**config.mk**
```make
export PLATFORM = sky130hd
export DESIGN_NAME = swd_host_transaction_engine
export DESIGN_NICKNAME = d
export VERILOG_FILES = /design/src/swdh_pkg.sv /design/src/swd_host_transaction_engine.sv /design/src/swdh_core.sv
export SDC_FILE = /design/constraint.sdc
export NUM_CORES = 1
export LEC_CHECK = 0
export BUFFER_PORTS_ARGS = -buffer_cell sky130_fd_sc_hd__buf_2
export CAP_MARGIN = 15
export CORE_MARGIN = 5
export CORE_UTILIZATION = 60
export CTS_CLUSTER_DIAMETER = 200
export DETAILED_ROUTE_END_ITERATION = 6
export GPL_ROUTABILITY_DRIVEN = 1
export HOLD_SLACK_MARGIN = 0.02
export PLACE_DENSITY = 0.76
export SLEW_MARGIN = 20
export SYNTH_ARGS = -nofsm -noshare
export SYNTH_HDL_FRONTEND = slang
export SYNTH_SLANG_ARGS = --single-unit
```
**constraint.sdc**
```tcl
create_clock -name clk -period 13.5 [get_ports clk]
set_clock_uncertainty 0.2 [all_clocks]
set_input_delay 2.7 -clock clk [delete_from_list [all_inputs] [get_ports clk]]
set_output_delay 2.7 -clock clk [all_outputs]
set_load 0.02 [all_outputs]
```
**src/swdh_pkg.sv**
```systemverilog
// ----------------------------------------------------------------------------
// swdh_pkg
// Types, constants and bit-cycle sequencing functions of the serial wire
// debug host transaction engine.
// ----------------------------------------------------------------------------
`default_nettype none

package swdh_pkg;

	localparam int unsigned IN_DATA_W  = 40;
	localparam int unsigned OUT_DATA_W = 48;
	localparam int unsigned CFG_IDX_W  = 2;
	localparam int unsigned CFG_DATA_W = 16;
	localparam int unsigned CHAIN_LEN  = 3;

	localparam logic [3:0] TURN_MAX  = 4'd14;
	localparam logic [7:0] IDLE_MAX  = 8'd192;
	localparam logic [7:0] DATA_LEN  = 8'd33;
	localparam logic [7:0] REQ_LEN   = 8'd8;
	localparam logic [7:0] ACK_LEN   = 8'd3;
	localparam logic [7:0] REQ_FRAME = 8'h81;
	localparam logic [7:0] REQ_FIELD = 8'h1e;

	localparam logic CMD_START = 1'b0;
	localparam logic CMD_TICK  = 1'b1;

	localparam logic [CFG_IDX_W-1:0] REG_TURNAROUND = 2'd0;
	localparam logic [CFG_IDX_W-1:0] REG_IDLE       = 2'd1;
	localparam logic [CFG_IDX_W-1:0] REG_RETRY      = 2'd2;
	localparam logic [CFG_IDX_W-1:0] REG_FORCE      = 2'd3;

	localparam logic [2:0] ACK_OK    = 3'd1;
	localparam logic [2:0] ACK_WAIT  = 3'd2;
	localparam logic [2:0] ACK_FAULT = 3'd4;

	localparam logic [2:0] ST_OK       = 3'd0;
	localparam logic [2:0] ST_PARITY   = 3'd1;
	localparam logic [2:0] ST_WAIT_EXH = 3'd2;
	localparam logic [2:0] ST_FAULT    = 3'd3;
	localparam logic [2:0] ST_BAD_ACK  = 3'd4;

	typedef enum logic [3:0] {
		PH_IDLE    = 4'd0,
		PH_REQ     = 4'd1,
		PH_TRN_A   = 4'd2,
		PH_ACK     = 4'd3,
		PH_TRN_B   = 4'd4,
		PH_RDATA   = 4'd5,
		PH_RTRN    = 4'd6,
		PH_IDLEOUT = 4'd7,
		PH_WDATA   = 4'd8,
		PH_WTRN    = 4'd9,
		PH_DUMMY_R = 4'd10,
		PH_DUMMY_W = 4'd11,
		PH_BACKOFF = 4'd12
	} phase_t;

	typedef struct packed {
		logic [3:0]  turnaround;
		logic [7:0]  idle;
		logic [15:0] retry_limit;
		logic        force_data;
	} cfg_t;

	typedef struct packed {
		phase_t      phase;
		logic [32:0] shift;
		logic [2:0]  ack;
		logic [15:0] attempt;
		logic [2:0]  held_ack;
		logic [2:0]  held_status;
		logic [31:0] held_read;
		logic        done;
	} seq_t;

	typedef struct packed {
		logic        clock_pulse;
		logic        line_out;
		logic        line_drive;
		logic        busy;
		logic        done;
		logic [2:0]  ack_code;
		logic [2:0]  status;
		logic [31:0] read_word;
	} res_t;

	function automatic logic is_active(phase_t p);
		is_active = (p >= PH_REQ) && (p <= PH_BACKOFF);
	endfunction

	function automatic logic [7:0] phase_len(phase_t p, cfg_t c);
		unique case (p)
			PH_REQ:                                phase_len = REQ_LEN;
			PH_ACK:                                phase_len = ACK_LEN;
			PH_TRN_A, PH_TRN_B, PH_RTRN, PH_WTRN:  phase_len = {4'd0, c.turnaround};
			PH_IDLEOUT:                            phase_len = c.idle;
			PH_RDATA, PH_WDATA,
			PH_DUMMY_R, PH_DUMMY_W:                phase_len = DATA_LEN;
			PH_BACKOFF:                            phase_len = DATA_LEN + {4'd0, c.turnaround};
			default:                               phase_len = 8'd0;
		endcase
	endfunction

	function automatic seq_t load_req(seq_t s, logic [3:0] req);
		seq_t r;
		r = s;
		r.shift = {25'd0, REQ_FRAME | ({3'd0, req, 1'b0} & REQ_FIELD) | {2'd0, ^req, 5'd0}};
		r.ack = 3'd0;
		r.phase = PH_REQ;
		return r;
	endfunction

	function automatic seq_t finish(seq_t s, logic [2:0] st, logic [31:0] rd);
		seq_t r;
		r = s;
		r.held_ack = s.ack;
		r.held_status = st;
		r.held_read = rd;
		r.done = 1'b1;
		r.phase = PH_IDLE;
		return r;
	endfunction

	function automatic seq_t end_attempt(seq_t s, logic [3:0] req, cfg_t c);
		seq_t r;
		r = s;
		if (s.ack == ACK_WAIT) begin
			if (s.attempt < c.retry_limit) begin
				r.attempt = s.attempt + 16'd1;
				r = load_req(r, req);
			end else begin
				r = finish(s, ST_WAIT_EXH, 32'd0);
			end
		end else begin
			r = finish(s, ST_FAULT, 32'd0);
		end
		return r;
	endfunction

	function automatic seq_t decide(seq_t s, logic [3:0] req, logic [31:0] wr, cfg_t c);
		seq_t r;
		r = s;
		if (s.ack == ACK_OK) begin
			if (req[1]) begin
				r.shift = 33'd0;
				r.phase = PH_RDATA;
			end else begin
				r.shift = {^wr, wr};
				r.phase = PH_WDATA;
			end
		end else if (s.ack == ACK_WAIT || s.ack == ACK_FAULT) begin
			if (req[1]) begin
				r.phase = c.force_data ? PH_DUMMY_R : PH_WTRN;
			end else if (c.force_data) begin
				r.phase = PH_DUMMY_W;
			end else begin
				r = end_attempt(s, req, c);
			end
		end else begin
			r.phase = PH_BACKOFF;
		end
		return r;
	endfunction

	function automatic seq_t after(seq_t s, logic [3:0] req, logic [31:0] wr, cfg_t c);
		seq_t r;
		r = s;
		unique case (s.phase)
			PH_REQ:                 r.phase = PH_TRN_A;
			PH_TRN_A:               r.phase = PH_ACK;
			PH_ACK: begin
				if (req[1]) begin
					r = decide(s, req, wr, c);
				end else begin
					r.phase = PH_TRN_B;
				end
			end
			PH_TRN_B:               r = decide(s, req, wr, c);
			PH_RDATA, PH_DUMMY_R:   r.phase = PH_RTRN;
			PH_RTRN, PH_WDATA:      r.phase = PH_IDLEOUT;
			PH_IDLEOUT: begin
				if (s.ack == ACK_OK) begin
					if (req[1]) begin
						r = finish(s, (s.shift[32] == ^s.shift[31:0]) ? ST_OK : ST_PARITY,
							s.shift[31:0]);
					end else begin
						r = finish(s, ST_OK, 32'd0);
					end
				end else begin
					r = end_attempt(s, req, c);
				end
			end
			PH_WTRN, PH_DUMMY_W:    r = end_attempt(s, req, c);
			PH_BACKOFF:             r = finish(s, ST_BAD_ACK, 32'd0);
			default:                r.phase = PH_IDLE;
		endcase
		return r;
	endfunction

endpackage

`default_nettype wire

```
**src/swd_host_transaction_engine.sv**
```systemverilog
// the result of an accepted transaction is registered and shown on the output in the next cycle
// throughput: one transaction per cycle, limited only by the output register
// each tick transaction is one swclk bit cycle, worked out in a single pass
// reset: idle, turnaround 1, idle cycles 0, retry limit 0, no forced data phase
// ----------------------------------------------------------------------------
// swd_host_transaction_engine
// Host side of a serial wire debug transaction with retry, parity check and
// idle cycles, one bit cycle per tick transaction.
// ----------------------------------------------------------------------------
`default_nettype none

module swd_host_transaction_engine (
	input  wire logic                               clk,
	input  wire logic                               arst_n,
	input  wire logic                               s_axis_tvalid,
	output logic                                    s_axis_tready,
	// request_bits[3:0], write_word[35:4], line_in[36], zero fill
	input  wire logic [swdh_pkg::IN_DATA_W-1:0]     s_axis_tdata,
	// cmd
	input  wire logic                               s_axis_tuser,
	output logic                                    m_axis_tvalid,
	input  wire logic                               m_axis_tready,
	// clock_pulse[0], line_out[1], line_drive[2], busy_res[3], done_res[4],
	// ack_code[7:5], status[10:8], read_word[42:11], zero fill
	output logic [swdh_pkg::OUT_DATA_W-1:0]         m_axis_tdata,
	input  wire logic                               cfg_we,
	input  wire logic [swdh_pkg::CFG_IDX_W-1:0]     cfg_index,
	input  wire logic [swdh_pkg::CFG_DATA_W-1:0]    cfg_data
);
	import swdh_pkg::*;

	cfg_t                  cfg_q;
	res_t                  res;
	logic                  accept;
	logic                  out_valid_q;
	logic [OUT_DATA_W-1:0] out_data_q;

	assign s_axis_tready = !out_valid_q || m_axis_tready;
	assign accept = s_axis_tvalid && s_axis_tready;

	always_ff @(posedge clk or negedge arst_n) begin
		if (!arst_n) begin
			cfg_q.turnaround  <= 4'd1;
			cfg_q.idle        <= 8'd0;
			cfg_q.retry_limit <= 16'd0;
			cfg_q.force_data  <= 1'b0;
		end else if (cfg_we) begin
			unique case (cfg_index)
				REG_TURNAROUND: cfg_q.turnaround <=
					(cfg_data[3:0] > TURN_MAX) ? TURN_MAX : cfg_data[3:0];
				REG_IDLE:       cfg_q.idle <=
					(cfg_data[7:0] > IDLE_MAX) ? IDLE_MAX : cfg_data[7:0];
				REG_RETRY:      cfg_q.retry_limit <= cfg_data;
				REG_FORCE:      cfg_q.force_data <= cfg_data[0];
				default: ;
			endcase
		end
	end

	swdh_core u_core (
		.clk          (clk),
		.arst_n       (arst_n),
		.step_en      (accept),
		.cmd          (s_axis_tuser),
		.request_bits (s_axis_tdata[3:0]),
		.write_word   (s_axis_tdata[35:4]),
		.line_in      (s_axis_tdata[36]),
		.cfg          (cfg_q),
		.res          (res)
	);

	always_ff @(posedge clk or negedge arst_n) begin
		if (!arst_n) begin
			out_valid_q <= 1'b0;
		end else if (accept) begin
			out_valid_q <= 1'b1;
		end else if (m_axis_tready) begin
			out_valid_q <= 1'b0;
		end
	end

	always_ff @(posedge clk) begin
		if (accept) begin
			out_data_q <= {5'd0, res.read_word, res.status, res.ack_code, res.done,
				res.busy, res.line_drive, res.line_out, res.clock_pulse};
		end
	end

	assign m_axis_tvalid = out_valid_q;
	assign m_axis_tdata  = out_data_q;

endmodule

`default_nettype wire

```
**src/swdh_core.sv**
```systemverilog
// ----------------------------------------------------------------------------
// swdh_core
// Transaction state and bit-cycle sequencer: one start or tick per step,
// producing the pin levels and the held transaction result.
// ----------------------------------------------------------------------------
`default_nettype none

module swdh_core (
	input  wire logic               clk,
	input  wire logic               arst_n,
	input  wire logic               step_en,
	input  wire logic               cmd,
	input  wire logic [3:0]         request_bits,
	input  wire logic [31:0]        write_word,
	input  wire logic               line_in,
	input  wire swdh_pkg::cfg_t     cfg,
	output swdh_pkg::res_t          res
);
	import swdh_pkg::*;

	seq_t        cur;
	seq_t        nxt;
	phase_t      phase_q;
	logic [7:0]  bit_cnt_q;
	logic [7:0]  bit_cnt_n;
	logic [32:0] shift_q;
	logic [3:0]  req_q;
	logic [3:0]  req_n;
	logic [31:0] wr_q;
	logic [31:0] wr_n;
	logic [2:0]  ack_q;
	logic [15:0] attempt_q;
	logic [2:0]  held_ack_q;
	logic [2:0]  held_status_q;
	logic [31:0] held_read_q;
	logic        active;
	logic        go;
	logic        pulse;
	logic        lo;
	logic        drv;

	always_comb begin
		cur.phase = phase_q;
		cur.shift = shift_q;
		cur.ack = ack_q;
		cur.attempt = attempt_q;
		cur.held_ack = held_ack_q;
		cur.held_status = held_status_q;
		cur.held_read = held_read_q;
		cur.done = 1'b0;
	end

	always_comb begin
		nxt = cur;
		bit_cnt_n = bit_cnt_q;
		req_n = req_q;
		wr_n = wr_q;
		pulse = 1'b0;
		lo = 1'b0;
		drv = 1'b0;
		go = 1'b0;
		active = is_active(phase_q);
		if (!active) begin
			nxt.phase = PH_IDLE;
		end
		if (cmd == CMD_START) begin
			if (!active) begin
				req_n = request_bits;
				wr_n = write_word;
				nxt.attempt = 16'd0;
				bit_cnt_n = 8'd0;
				nxt = load_req(nxt, request_bits);
			end
		end else if (active) begin
			pulse = 1'b1;
			case (phase_q)
				PH_REQ, PH_WDATA: begin
					drv = 1'b1;
					lo = shift_q[0];
					nxt.shift = {1'b0, shift_q[32:1]};
				end
				PH_IDLEOUT, PH_DUMMY_W: drv = 1'b1;
				PH_ACK:   nxt.ack = {line_in, ack_q[2:1]};
				PH_RDATA: nxt.shift = {line_in, shift_q[32:1]};
				default: ;
			endcase
			bit_cnt_n = bit_cnt_q + 8'd1;
			go = bit_cnt_n >= phase_len(phase_q, cfg);
			// zero-length parts are skipped in the same tick
			for (int i = 0; i < CHAIN_LEN; i++) begin
				if (go) begin
					nxt = after(nxt, req_q, wr_q, cfg);
					bit_cnt_n = 8'd0;
					go = (nxt.phase != PH_IDLE) && (phase_len(nxt.phase, cfg) == 8'd0);
				end
			end
		end
	end

	always_ff @(posedge clk or negedge arst_n) begin
		if (!arst_n) begin
			phase_q       <= PH_IDLE;
			bit_cnt_q     <= 8'd0;
			shift_q       <= 33'd0;
			req_q         <= 4'd0;
			wr_q          <= 32'd0;
			ack_q         <= 3'd0;
			attempt_q     <= 16'd0;
			held_ack_q    <= 3'd0;
			held_status_q <= 3'd0;
			held_read_q   <= 32'd0;
		end else if (step_en) begin
			phase_q       <= nxt.phase;
			bit_cnt_q     <= bit_cnt_n;
			shift_q       <= nxt.shift;
			req_q         <= req_n;
			wr_q          <= wr_n;
			ack_q         <= nxt.ack;
			attempt_q     <= nxt.attempt;
			held_ack_q    <= nxt.held_ack;
			held_status_q <= nxt.held_status;
			held_read_q   <= nxt.held_read;
		end
	end

	always_comb begin
		res.clock_pulse = pulse;
		res.line_out    = lo;
		res.line_drive  = drv;
		res.busy        = nxt.phase != PH_IDLE;
		res.done        = nxt.done;
		res.ack_code    = nxt.held_ack;
		res.status      = nxt.held_status;
		res.read_word   = nxt.held_read;
	end

endmodule

`default_nettype wire
```
==> results.sh, run 1 <==
export IMPL_relSlewSlack_pct=21.7
export IMPL_period_minus_slack_ps=11740
export IMPL_vias=17596
export IMPL_synthDistinctLibCells=97
export IMPL_syn2layout_area_growth_pct=9.99
export IMPL_cts_tree="yes"
export IMPL_clkTransAtPathRegs_ps=60
export IMPL_ys_warn_count=0
export IMPL_hold_class="flip-flop to flip-flop"
export IMPL_worst_setup_path_end_kind="flip-flop"
export IMPL_crit_fanout=18
export IMPL_power_density_mw_per_mm2=204
export IMPL_hold_buffers=0
export IMPL_startpoint="s_axis_tdata[36]"
export IMPL_cts_buffer_depth=3
export IMPL_chipHeight_microns=180
export IMPL_status="finished clean"
export IMPL_timing_setup_tns_ps=0
export IMPL_reg2reg_to="u_core.held_read_q[18]"
export IMPL_finalSetupViolCount=0
export IMPL_drt_iter0_drc=2608
export IMPL_ys_flop_type="dfrtp_1"
export IMPL_tightest_slew_ps=1170
export IMPL_dieArea_sq_mm=0.0325
export IMPL_yosysMostFrequentCell="nand2_1"
export IMPL_dr_pass1_iters=6
export IMPL_ioPinCount=114
export IMPL_grt_max_degree=73
export IMPL_drc=0
export IMPL_ys_top_cells_by_area="dfrtp_1, edfxtp_1, mux2_2"
export IMPL_period_share_pct=87.0
export IMPL_postCtsSetupRepairBufs=0
export IMPL_avgSynthCellArea_sq_um=8.50
export IMPL_final_nets=2235
export IMPL_grt_overflow=0
export IMPL_clock_root_buffer="clkbuf_16"
export IMPL_utilization_pct=66.8
export IMPL_regToRegStartpoint="u_core.phase_q[0]"
export IMPL_h_tree_depth=1
export IMPL_drv_cap=0
export IMPL_antenna_found_initial=1
export IMPL_netlist_area_sq_mm=0.0174
export IMPL_slew_viol_final=0
export IMPL_yosysTopAreaCellShare_pct=24.0
export IMPL_drt_wl_total_mm=64.9
export IMPL_start_util_pct=60.8
export IMPL_yosysSeqAreaShare_pct=31.6
export IMPL_syn_inst=2046
export IMPL_vias_per_cell=7.00
export IMPL_core_sq_mm=0.0286
export IMPL_ant_nets=0
export IMPL_numCtsBuffers=24
export IMPL_worstSetupStartpointType="input pin"
export IMPL_postSynth_asyncResetShare_pct=79.6
export IMPL_seqCellArea_sq_mm=0.00550
export IMPL_dp_hpwl_mm=47.8
export IMPL_cts_resized=0
export IMPL_row_count=62
export IMPL_drive_gt1_share_pct=15.1
export IMPL_p_leak_nw=8.16
export IMPL_yosys_area_top_type="dfrtp_1"
export IMPL_grt_pass1_vias=16461
export IMPL_crit_type="input pin to flip-flop"
export IMPL_ys_ff_latch=211
export IMPL_grt_total_usage_pct=38.4
export IMPL_fmax_ghz=0.0852
export IMPL_cp_arrival_ps=11950
export IMPL_multi_input_area_sq_mm=0.0113
export IMPL_max_stage_delay_ps=620
export IMPL_worstPathRequired_ps=13710
export IMPL_fillers=2400
export IMPL_reg2reg_slack_ps=2010
export IMPL_insertion_delay_ps=540
export IMPL_ys_top_cells_by_count="nand2_1, nor2_1, o21ai_0, a21oi_1, dfrtp_1"
export IMPL_grt_pass1_wl_mm=99.4
export IMPL_rsz0062_at_grt="no"
export IMPL_ir_drop_uv=211
export IMPL_crit_end="u_core.held_read_q[18]"
export IMPL_reg2reg_depth=41
export IMPL_cts_num_sinks=211
export IMPL_hold_viol_final=0
export IMPL_die_width_microns=180
export IMPL_wire_per_inst_microns=25.8
export IMPL_place_congestion=1.05
export IMPL_slowest_stage="a21oi_4"
export IMPL_io_buffers=105
export IMPL_synth_edf_count=43
-- worst min-delay path by stage --
stage                             from                      end  slack, ps  cells past startpoint
3_3_place_gp   u_core.held_status_q[2]  u_core.held_status_q[2]        280                      1
3_5_place_dp                 cfg_q[10]                cfg_q[10]        290                      1
5_1_grt                      cfg_q[10]                cfg_q[10]        320                      1
2_1_floorplan  u_core.held_status_q[1]  u_core.held_status_q[1]        260                      2
4_1_cts                      cfg_q[10]                cfg_q[10]        310                      1
6_report                     cfg_q[15]                cfg_q[15]        310                      1
-- area by class of cell --
type	count	share of cell area (%)
inverters	51	1.00
clock buffers	29	3.51
diodes	1	0.0131
clock inverters	14	0.824
well taps	384	2.51
multi-input cells	1673	58.9
flip-flops and latches	211	28.7
repair buffers	150	4.55
-- stage by stage --
step | instances | cell area, sq um | power [W] | hold slack (ps) | worst slack [ps]
2_1_floorplan | 2050 | 17400 | 0.00246 | 265 | 3100
3_3_place_gp | 2469 | 18300 | 0.00308 | 283 | 1820
3_5_place_dp | 2469 | 18300 | 0.00311 | 293 | 1680
4_1_cts | 2512 | 19100 | 0.00381 | 306 | 2170
5_1_grt | 2513 | 19100 | 0.00406 | 319 | 1100
6_report | 2513 | 19100 | 0.00390 | 309 | 1760
-- placed cells by master, fill, tap and decap left out, types with 45 or more instances in the layout --
master   synthesis  routed
buf_4            8      45
nand3_1         45      45
nand2_1        230     229
a22o_1          52      52
a21oi_1        170     167
ha_1            60      60
dfrtp_1        167     167
nor2_1         175     174
inv_1           49      48
mux2_2          85      85
buf_2           33     104
xnor2_1        101     101
mux2i_1         47      47
o21ai_0        172     172
-- power by group --
part           total (W)  internal, W  switching [W]
clock network   0.000690     0.000412       0.000278
registers       0.000971     0.000763       0.000208
logic            0.00224     0.000866        0.00137
-- critical path, delay by kind of cell --
family,cells,cell delay (ps)
AOI/OAI and AO/OA,15,3930
and+or+nand+nor,13,2710
buffers and inverters,5,1050
muxes,2,630
adders and majority gates,2,620
xor gates and xnor gates,1,310
-- metal layers --
metal | track usage [%] | up-vias | routed length [microns]
met1 | 54.8 | 8387 | 26200
met2 | 54.5 | 1304 | 26300
met5 | 1.63 | - | 72
met4 | 11.1 | 3 | 2320
li1 | - | 7712 | -
met3 | 14.5 | 190 | 9990
-- cell families (layout without fill, tap and decap cells) --
family | after synthesis | in the layout | synth area share, %
flops | 211 | 211 | 31.6
other cells | 1 | 6 | 0.0216
buf+inv | 166 | 244 | 3.99
mux | 133 | 133 | 8.29
xor+xnor | 149 | 149 | 8.69
simple gates | 643 | 643 | 17.4
compound gates | 683 | 683 | 25.6
fa+ha+maj | 60 | 60 | 4.32
-- registers in the layout, indices dropped and copies added (netlist names), 4 cells and up --
| signal | cells |
|---|---|
| cfg_q | 29 |
| m_axis_tdata | 43 |
| u_core.attempt_q | 16 |
| u_core.bit_cnt_q | 8 |
| u_core.held_read_q | 32 |
| u_core.phase_q | 4 |
| u_core.req_q | 4 |
| u_core.shift_q | 33 |
| u_core.wr_q | 32 |
Note: power is estimated with default switching activity, not from simulation.
==> inputs of run 2 (changes only) <==
Settings changed: PLACE_DENSITY 0.76 to 0.79.
==> results.sh, run 2 (synthesis gave the netlist of run 1 again) <==
export IMPL_clock_root_buffer="clkbuf_16"
export IMPL_hold_viol_final=0
export IMPL_power_frac_seq_pct=25.0
export IMPL_combPwrFrac_pct=58.1
export IMPL_clkTransAtPathRegs_ps=60
export IMPL_hp_start="u_core.held_status_q[2]"
export IMPL_h_tree_depth=1
export IMPL_p_leak_nw=8.11
export IMPL_drc=0
export IMPL_worstPathRequired_ps=13720
export IMPL_fmax_ghz=0.0831
export IMPL_reg2reg_slack_ps=1460
export IMPL_crit_fanout=32
export IMPL_crit_top_cell="a21oi_1"
export IMPL_regToRegStartpoint="u_core.phase_q[2]"
export IMPL_holdPathStages=1
export IMPL_ir_drop_uv=216
export IMPL_grt_total_usage_pct=37.9
export IMPL_hold_buffers=0
export IMPL_relSlewSlack_pct=23.3
export IMPL_row_count=62
export IMPL_worst_setup_path_end_kind="flip-flop"
export IMPL_swShare_pct=48.1
export IMPL_slowest_stage="dfrtp_1"
export IMPL_reg2reg_depth=39
export IMPL_period_share_pct=89.2
export IMPL_cts_buffer_depth=3
export IMPL_max_stage_delay_ps=910
export IMPL_cts_tree="yes"
export IMPL_total_power_w=0.00387
export IMPL_dieArea_sq_mm=0.0325
export IMPL_p_switching_w=0.00186
export IMPL_finalSetupViolCount=0
export IMPL_multi_input_area_sq_mm=0.0113
export IMPL_cts_num_sinks=211
export IMPL_start_util_pct=60.8
export IMPL_slew_viol_final=0
export IMPL_fillers=2407
export IMPL_chipHeight_microns=180
export IMPL_syn2layout_area_growth_pct=9.51
export IMPL_drv_cap=0
export IMPL_grt_pass1_wl_mm=97.8
export IMPL_hold_class="flip-flop to flip-flop"
export IMPL_drive_gt1_share_pct=14.7
export IMPL_reg2reg_to="u_core.attempt_q[13]"
export IMPL_hold_path_end="u_core.held_status_q[2]"
export IMPL_final_cell_mix="nand2_1, nor2_1, o21ai_0, a21oi_1, dfrtp_1"
export IMPL_status="finished clean"
export IMPL_cts_resized=0
export IMPL_numCtsBuffers=23
export IMPL_ioPinCount=114
export IMPL_final_nets=2231
export IMPL_core_sq_mm=0.0286
export IMPL_postCtsSetupRepairBufs=0
export IMPL_crit_type="flip-flop to flip-flop"
export IMPL_power_density_mw_per_mm2=203
export IMPL_clkPwrFrac_pct=16.9
export IMPL_die_width_microns=180
export IMPL_grt_pass1_vias=16240
export IMPL_vias_per_cell=6.96
export IMPL_seqCellArea_sq_mm=0.00550
export IMPL_io_buffers=105
export IMPL_insertion_delay_ps=540
export IMPL_dp_hpwl_mm=47.9
export IMPL_insertedDiodeCount=0
export IMPL_dr_pass1_iters=6
export IMPL_place_inst=2466
export IMPL_largest_reg_flops=43
export IMPL_place_congestion=1.09
export IMPL_grt_max_degree=66
export IMPL_wire_per_inst_microns=25.7
export IMPL_timing_setup_tns_ps=0
export IMPL_layout_cells_non_filler=2508
export IMPL_worstSetupStartpointType="flip-flop"
export IMPL_grt_overflow=0
export IMPL_cp_arrival_ps=12260
export IMPL_antenna_found_initial=0
export IMPL_drt_wl_total_mm=64.5
export IMPL_vias=17465
export IMPL_tightest_slew_ps=1120
export IMPL_drt_iter0_drc=2665
export IMPL_rsz0062_at_grt="no"
export IMPL_period_minus_slack_ps=12040
export IMPL_internal_power_w=0.00201
export IMPL_final_common_cell="nand2_1"
export IMPL_ant_nets=0
run 2: cell count changes in the layout (fill, tap and decap cells not counted), moves of 2 or more:
cell / delta
clkbuf_1: +4
inv_6: +2
buf_4: -3
clkinv_2: -5
clkbuf_16: -3
run 2: power by group through the flow:
stage,Combinational [W],Sequential [W],Clock (W)
floorplan,0.00159,0.000870,0
global placement,0.00212,0.000951,0
detailed placement,0.00214,0.000959,0
CTS,0.00216,0.000948,0.000661
global route,0.00237,0.000971,0.000688
finish,0.00225,0.000967,0.000656
run 2: layout make-up:
class	instances	share of cell area [%]
Clock buffer	31	3.28
Sequential cell	211	28.9
Tap cell	384	2.52
Clock inverter	11	0.769
Multi-Input combinational cell	1673	59.1
Inverter	51	1.01
Timing Repair Buffer	147	4.45
run 2: how the worst max path moves through the flow:
stage	depth (start not counted)	endpoint	slack, ps	start
after CTS	38	u_core.attempt_q[5]	1830	s_axis_tdata[36]
after detailed placement	38	u_core.attempt_q[5]	1340	s_axis_tdata[36]
after floorplan	38	u_core.attempt_q[7]	3100	s_axis_tdata[36]
after global routing	38	u_core.attempt_q[13]	750	s_axis_tdata[36]
final	39	u_core.attempt_q[13]	1460	u_core.phase_q[2]
after global placement	38	u_core.attempt_q[13]	1470	s_axis_tdata[36]
run 2: stage by stage:
step	hold WS (ps)	util (%)	instance area (sq um)	worst slack, ps
final	303	66.5	19000	1460
after global routing	322	66.5	19000	750
after CTS	308	66.5	19000	1830
after floorplan	265	-	17400	3100
after detailed placement	295	63.8	18300	1340
after global placement	284	63.8	18300	1470
run 2: worst max-delay path: cells and delay by family (launching register included):
family	cells	cell delay (ps)
buffers and inverters	4	1010
AND/OR/NAND/NOR	11	3710
XOR/XNOR	1	330
flip-flops	1	910
adder cells (fa/ha/maj)	3	960
AO/OA/AOI/OAI	20	4760
run 2: routing by layer:
| layer | track usage [%] | up-vias | share of wire (%) |
|---|---|---|---|
| met5 | 0 | - | 0 |
| met2 | 53.3 | 1266 | 40 |
| met3 | 13.5 | 218 | 15 |
| met1 | 55.0 | 8286 | 41 |
| li1 | - | 7695 | - |
| met4 | 11.2 | 0 | 3.9 |
